<file path="src/fom_pkg.sv">
// Shared types, widths and the quarter-wave sine table for the field-oriented mixer.
// No dependencies; every other file imports this package.
`default_nettype none
package fom_pkg;

  // Curved axis, Q8.15 signed
  localparam int C_BITS = 24;
  // Sine and cosine, Q15 signed (+1.0 = 32768)
  localparam int TRIG_BITS = 18;
  // Mixed wheel value, Q10.15 signed
  localparam int W_BITS = 26;
  // Rotation products
  localparam int P_BITS = C_BITS + TRIG_BITS;

  // floor(x*|x|*32768/127) = 258*n + floor(2n/127), with 2n biased by 127*259
  localparam int CURVE_MUL = 258;
  localparam int CURVE_BIAS = 32893;
  localparam int CURVE_OFS = 259;
  localparam int DIV127_K = 66052;
  localparam int DIV127_SHIFT = 23;
  localparam int DIV127 = 127;

  typedef struct packed {
    logic signed [7:0] forward_stick;
    logic signed [7:0] turn_stick;
    logic signed [7:0] strafe_stick;
    logic [15:0]       heading;
  } in_item_t;

  typedef struct packed {
    logic signed [7:0] left_front_power;
    logic signed [7:0] left_back_power;
    logic signed [7:0] right_front_power;
    logic signed [7:0] right_back_power;
    logic              brake_request;
  } out_item_t;

  // Mixed wheels leaving the front end: lf, lb, rf, rb
  typedef struct packed {
    logic                    valid;
    logic [3:0][W_BITS-1:0]  w;
  } wheel_bus_t;

  // Scaled, floored wheel powers before saturation
  typedef struct packed {
    logic                    valid;
    logic [3:0][W_BITS-1:0]  v;
  } power_bus_t;

  // Quarter-wave sine, 16 steps of pi/32, Q15
  function automatic logic [16:0] qtab_base(input logic [4:0] idx);
    logic [16:0] r;
    case (idx)
      5'd0:    r = 17'd0;
      5'd1:    r = 17'd3212;
      5'd2:    r = 17'd6393;
      5'd3:    r = 17'd9512;
      5'd4:    r = 17'd12540;
      5'd5:    r = 17'd15447;
      5'd6:    r = 17'd18205;
      5'd7:    r = 17'd20788;
      5'd8:    r = 17'd23170;
      5'd9:    r = 17'd25330;
      5'd10:   r = 17'd27246;
      5'd11:   r = 17'd28899;
      5'd12:   r = 17'd30274;
      5'd13:   r = 17'd31357;
      5'd14:   r = 17'd32138;
      5'd15:   r = 17'd32610;
      default: r = 17'd32768;
    endcase
    return r;
  endfunction

  // Step to the next table entry; zero at the top of the quadrant
  function automatic logic [11:0] qtab_step(input logic [4:0] idx);
    logic [16:0] d;
    d = qtab_base(5'(idx + 5'd1)) - qtab_base(idx);
    return d[11:0];
  endfunction

endpackage
`default_nettype wire

</file>
<file path="src/fom_scale.sv">
// Power scaling: true maximum of four, pipelined restoring divide of w*limit by max,
// floor and fallback selection. Depends on fom_pkg.
`default_nettype none
module fom_scale
  import fom_pkg::*;
#(
  parameter int POWER_LIMIT = 127
) (
  input  logic       clk,
  input  logic       rst_n,
  input  wheel_bus_t wheel_i,
  output power_bus_t power_o
);

  localparam int QB = $clog2(POWER_LIMIT + 1);
  localparam int MW = W_BITS - 1;
  localparam int AW = MW + QB;
  localparam int FBW = W_BITS - 15;
  localparam longint LIM_Q = longint'(POWER_LIMIT) * 32768;

  // ---- stage T1: magnitudes
  logic                     v1_r;
  logic signed [W_BITS-1:0] w1_r [4];
  logic [MW-1:0]            ab1_r [4];

  always_ff @(posedge clk) begin
    for (int k = 0; k < 4; k++) begin
      w1_r[k]  <= $signed(wheel_i.w[k]);
      ab1_r[k] <= wheel_i.w[k][W_BITS-1] ? MW'(-$signed(wheel_i.w[k])) : MW'(wheel_i.w[k]);
    end
  end

  // ---- stage 0 of the divide: max, numerators, fallback
  logic [MW-1:0] m01, m23, m_c;

  always_comb begin
    m01 = (ab1_r[0] > ab1_r[1]) ? ab1_r[0] : ab1_r[1];
    m23 = (ab1_r[2] > ab1_r[3]) ? ab1_r[2] : ab1_r[3];
    m_c = (m01 > m23) ? m01 : m23;
  end

  logic [QB:0]           vld_r;
  logic [MW-1:0]         m_p   [QB+1];
  logic                  big_p [QB+1];
  logic [3:0]            neg_p [QB+1];
  logic signed [FBW-1:0] fb_p  [QB+1][4];
  logic [AW-1:0]         rem_p [QB+1][4];
  logic [QB-1:0]         quo_p [QB+1][4];

  logic                  ge_c   [QB][4];
  logic [AW-1:0]         diff_c [QB][4];

  always_comb begin
    for (int j = 0; j < QB; j++) begin
      for (int k = 0; k < 4; k++) begin
        logic [AW-1:0] dv;
        dv           = AW'(m_p[j]) << (QB - 1 - j);
        ge_c[j][k]   = rem_p[j][k] >= dv;
        diff_c[j][k] = rem_p[j][k] - dv;
      end
    end
  end

  always_ff @(posedge clk) begin
    m_p[0]   <= m_c;
    big_p[0] <= 33'(m_c) > 33'(LIM_Q);
    for (int k = 0; k < 4; k++) begin
      neg_p[0][k]  <= w1_r[k][W_BITS-1];
      fb_p[0][k]   <= FBW'(w1_r[k] >>> 15);
      rem_p[0][k]  <= AW'(ab1_r[k]) * AW'(POWER_LIMIT);
      quo_p[0][k]  <= '0;
    end
    // One quotient bit per stage, most significant first
    for (int j = 0; j < QB; j++) begin
      m_p[j+1]   <= m_p[j];
      big_p[j+1] <= big_p[j];
      neg_p[j+1] <= neg_p[j];
      for (int k = 0; k < 4; k++) begin
        fb_p[j+1][k]  <= fb_p[j][k];
        rem_p[j+1][k] <= ge_c[j][k] ? diff_c[j][k] : rem_p[j][k];
        quo_p[j+1][k] <= QB'({quo_p[j][k], ge_c[j][k]});
      end
    end
  end

  always_ff @(posedge clk) begin
    if (!rst_n) begin
      v1_r  <= 1'b0;
      vld_r <= '0;
    end else begin
      v1_r  <= wheel_i.valid;
      vld_r <= (QB + 1)'({vld_r, v1_r});
    end
  end

  // Floor of signed quotient (negative, inexact: magnitude up), else the fallback
  always_comb begin
    power_o.valid = vld_r[QB];
    for (int k = 0; k < 4; k++) begin
      logic signed [W_BITS-1:0] qe;
      qe = $signed(W_BITS'(quo_p[QB][k]));
      if (neg_p[QB][k] && (rem_p[QB][k] != '0)) begin
        qe = qe + W_BITS'(1);
      end
      if (big_p[QB]) begin
        power_o.v[k] = neg_p[QB][k] ? -qe : qe;
      end else begin
        power_o.v[k] = W_BITS'(fb_p[QB][k]);
      end
    end
  end

endmodule
`default_nettype wire

</file>
<file path="config.mk">
export PLATFORM = sky130hd
export DESIGN_NAME = fom_scale
export DESIGN_NICKNAME = d
export VERILOG_FILES = /design/src/fom_pkg.sv /design/src/fom_scale.sv
export SDC_FILE = /design/constraint.sdc
export NUM_CORES = 2
export LEC_CHECK = 0
export BUFFER_PORTS_ARGS = -buffer_cell sky130_fd_sc_hd__buf_2
export CORE_MARGIN = 2
export CORE_UTILIZATION = 39
export CTS_CLUSTER_DIAMETER = 50
export DETAILED_ROUTE_END_ITERATION = 12
export PLACE_DENSITY_LB_ADDON = 0.08
export SYNTH_ARGS = -nofsm -noshare
export SYNTH_HDL_FRONTEND = slang
export SYNTH_SLANG_ARGS = --single-unit
</file>
<file path="constraint.sdc">
create_clock -name clk -period 7.6 [get_ports clk]
set_input_delay 1.14 -clock clk [delete_from_list [all_inputs] [get_ports clk]]
set_output_delay 1.14 -clock clk [all_outputs]
set_load 0.01 [all_outputs]
</file>
==> key figures <==
Synth
  – Area share of the largest cell type after synthesis: 0.356
  – Primary FF master, synth: dfxtp_1
  – Cell count after synthesis: 10,980
  – Number of synthesized flops with an enable pin: 0
  – Avg Inst Size Synth: about 9.3 um^2
  – Cell variety after synth: a little over 100
  – #FFs+latches synth: 1,824
  – Net count after synthesis: approximately 12,000
  – Area contributors post-synth: dfxtp_1, ha_1, fa_1, xnor2_1, a21oi_1
  – Share of the yosys chip area belonging to registers: 0.356
  – Syn Std Cell Area: around 100,000 um^2
  – Ys Warns: 0
  – Asr flop ratio synth: 0
  – Cell accounting for the most synthesized area: dfxtp_1

STA
  – Worst slew pin tran: around 1500 ps
  – Final Max Slew Viols: 0
  – Headroom to the max-slew limit: 0.00921
  – Final period util: 0.891
  – Final Hold Fails: 0
  – Worst-case clock skew: roughly 70 ps
  – Max Freq: approximately 150 MHz
  – Period minus WS final: between 6000 and 7000 ps
  – TNS Setup: 0 ps
  – Final setup violation count: 0
  – RSZ-0062 raised after global routing: false

Hold path
  – WHS Path Cells: 0
  – Endpoint, Worst Hold: fb_p[1][35]
  – Min-delay src: fb_p[0][167]
  – HP Class: flop to flop

Worst setup path
  – R2R setup slack: 830 ps
  – Crit Path Max Fanout: 30
  – Worst reg2reg path endpoint: big_p[0][0]
  – CP startpoint kind: flop
  – WS Path Type: flop to flop
  – CP Capture Type: flop
  – WP data arrival: ~7500 ps
  – Reg2Reg Depth: 23
  – CP Data Required Time: between 8000 and 9000 ps
  – Critical R2R Launch: ab1_r[1][22]

Layout
  – Layout cells sized above 1: 0.0935
  – Nets: around 13,000
  – Area grow syn2layout: 14.1%

Global route
  – Initial antenna violation count: 28
  – Global-route wire length before repair: 528,000 um
  – Largest net degree at the start of global routing: 69
  – Gr ovfl total: 0
  – Vias in the first global route: 80,782
  – GRT Total Usage: 0.268

Clock tree
  – Post-CTS setup buffer count: 0
  – Worst-path clk slew: 60 ps
  – Clk root buf: clkbuf_16
  – Number of cells upsized or downsized after cts: 0
  – Clk sinks: around 1,800
  – H-tree Lvls: 5
  – CTS tree: done
  – Total CTS buffers: 271
  – Clock buffer depth: 4
  – Cts hold-fix bufs: 0
  – Clk Latency, worst-skew pair: slightly below 900 ps

Floorplan
  – Core area: between 200,000 and 300,000 um^2
  – Die height: about 520 um
  – Starting Density: 0.391
  – # IOs: 212
  – Die X: between 500 and 600 um
  – Core Rows: between 150 and 200
  – Die Area: 267,000 um^2

Detailed routing
  – DR pass1 iterations: 6
  – Post-DR vias/cell: 5.27
  – Initial DRC Count: ~4,500
  – Via count: between 70,000 and 80,000
  – DR WL/cell: 24.2 um
  – Antenna-violating nets left: 0
  – DRC: 0
  – Total Routed Length: about 360,000 um

Placed design
  – I/O Buffers: ~210
  – Post-DP HPWL: 307,000 um
  – Final Wtd Congestion: 1.00

Status
  – Failing checks: capacitance limit
  – Status: complete, but fails checks

Run
  – Max cap viols: 1
==> synthesized netlist by cell type (all sizes together) (128+ instances only) <==
cell type / count
mux2: 198
xor2: 316
nor2: 767
nor3: 167
inv: 937
clkbuf: 155
nor2b: 128
nand2: 724
ha: 987
o21ai: 661
dfxtp: 1824
fa: 392
xnor2: 592
a21oi: 884
nand3: 165
a21o: 378
==> worst max path at each step <==
stage	from	endpoint	slack, ps	cells past startpoint
after global placement	ab1_r[1][23]	big_p[0][0]	780	23
after global routing	ab1_r[1][23]	big_p[0][0]	400	23
after CTS	ab1_r[1][22]	big_p[0][0]	720	23
final	ab1_r[1][22]	big_p[0][0]	830	23
after detailed placement	ab1_r[1][22]	big_p[0][0]	770	23
after floorplan	ab1_r[1][24]	big_p[0][0]	2150	24
==> area by class of cell <==
cell class                      count  area (um^2)
Fill cell                       25125       145000
Multi-Input combinational cell   7975        61500
Sequential cell                  1824        36500
Clock buffer                      322         7400
Tap cell                         3515         4400
Inverter                          938         3520
Clock inverter                    154         1910
Timing Repair Buffer              282         1590
Antenna cell                       18         45.0
==> through the flow <==
stage          worst slack (ps)  std cells  utilization  area [um^2]  hold WS, ps
3_5_place_dp                769      14534        0.411       108000          312
6_report                    825      15028        0.447       117000          292
5_1_grt                     398      15021        0.447       117000          291
4_1_cts                     724      15010        0.446       117000          288
2_1_floorplan              2150      10980            -       102000          310
3_3_place_gp                781      14534        0.411       108000          310
==> sequential cells by signal, summed over array words and instances (netlist names) <==
register,cells
m_p,175
rem_p,1024
v1_r,1
fb_p,350
big_p,8
vld_r,8
ab1_r,100
w1_r,44
quo_p,112
neg_p,2
==> critical path: stages, from the launching register on <==
cell,delay (ps)
dfxtp_1,500
inv_1,180
ha_1,340
nand4_1,220
or3_1,450
nor3_4,280
a221oi_2,100
o221a_4,140
a21oi_4,330
buf_4,290
mux2i_1,570
inv_1,100
ha_1,200
a21o_1,180
a21o_1,170
a21oi_1,190
o31a_1,140
o22ai_1,80
nor2_1,180
a31o_2,720
mux2i_1,220
or4_1,590
nor4_2,370
o21ai_1,110
==> cells in the final DEF (no fill, tap or decap), types with 28 or more instances in the layout <==
master        n
a211oi_1     64
a21boi_0     40
a21o_1      378
a21oi_1     880
a31oi_1      67
and2_1       48
and3_1       70
buf_2       211
buf_4        71
clkbuf_16   278
clkbuf_8     28
clkinv_2     35
clkinv_4     28
dfxtp_1    1823
fa_1        392
ha_1        987
inv_1       937
mux2_2      198
mux2i_1      84
nand2_1     724
nand2b_1    125
nand3_1     165
nand4_1     126
nor2_1      766
nor2b_1     127
nor3_1      165
nor4_1       72
o211ai_1     48
o21a_1      120
o21ai_0     639
o21bai_1     84
o31ai_1      94
or2_2        41
or3_1        93
or4_1        33
xnor2_1     592
xor2_1      316
==> metal layers <==
metal / GRT usage / share of wire / up-vias
met4: 0.167 / 0.072 / 2
li1: - / - / 38877
met1: 0.306 / 0.40 / 37660
met3: 0.0286 / 0.033 / 715
met2: 0.478 / 0.49 / 1912
met5: 0 / 0.000039 / -
==> cells by family after synthesis <==
kind of cell	after synthesis	share of synthesized area
DFF	1824	0.356
and+or+nand+nor	2669	0.125
muxes	284	0.0302
xor gates and xnor gates	908	0.0776
AOI/OAI and AO/OA	2735	0.168
adders and majority gates	1379	0.197
buffers and inverters	1181	0.0455
Power is left out: the tool's default activity adds up to more than one toggle a clock period on the data nets, which glitch-free logic cannot reach.
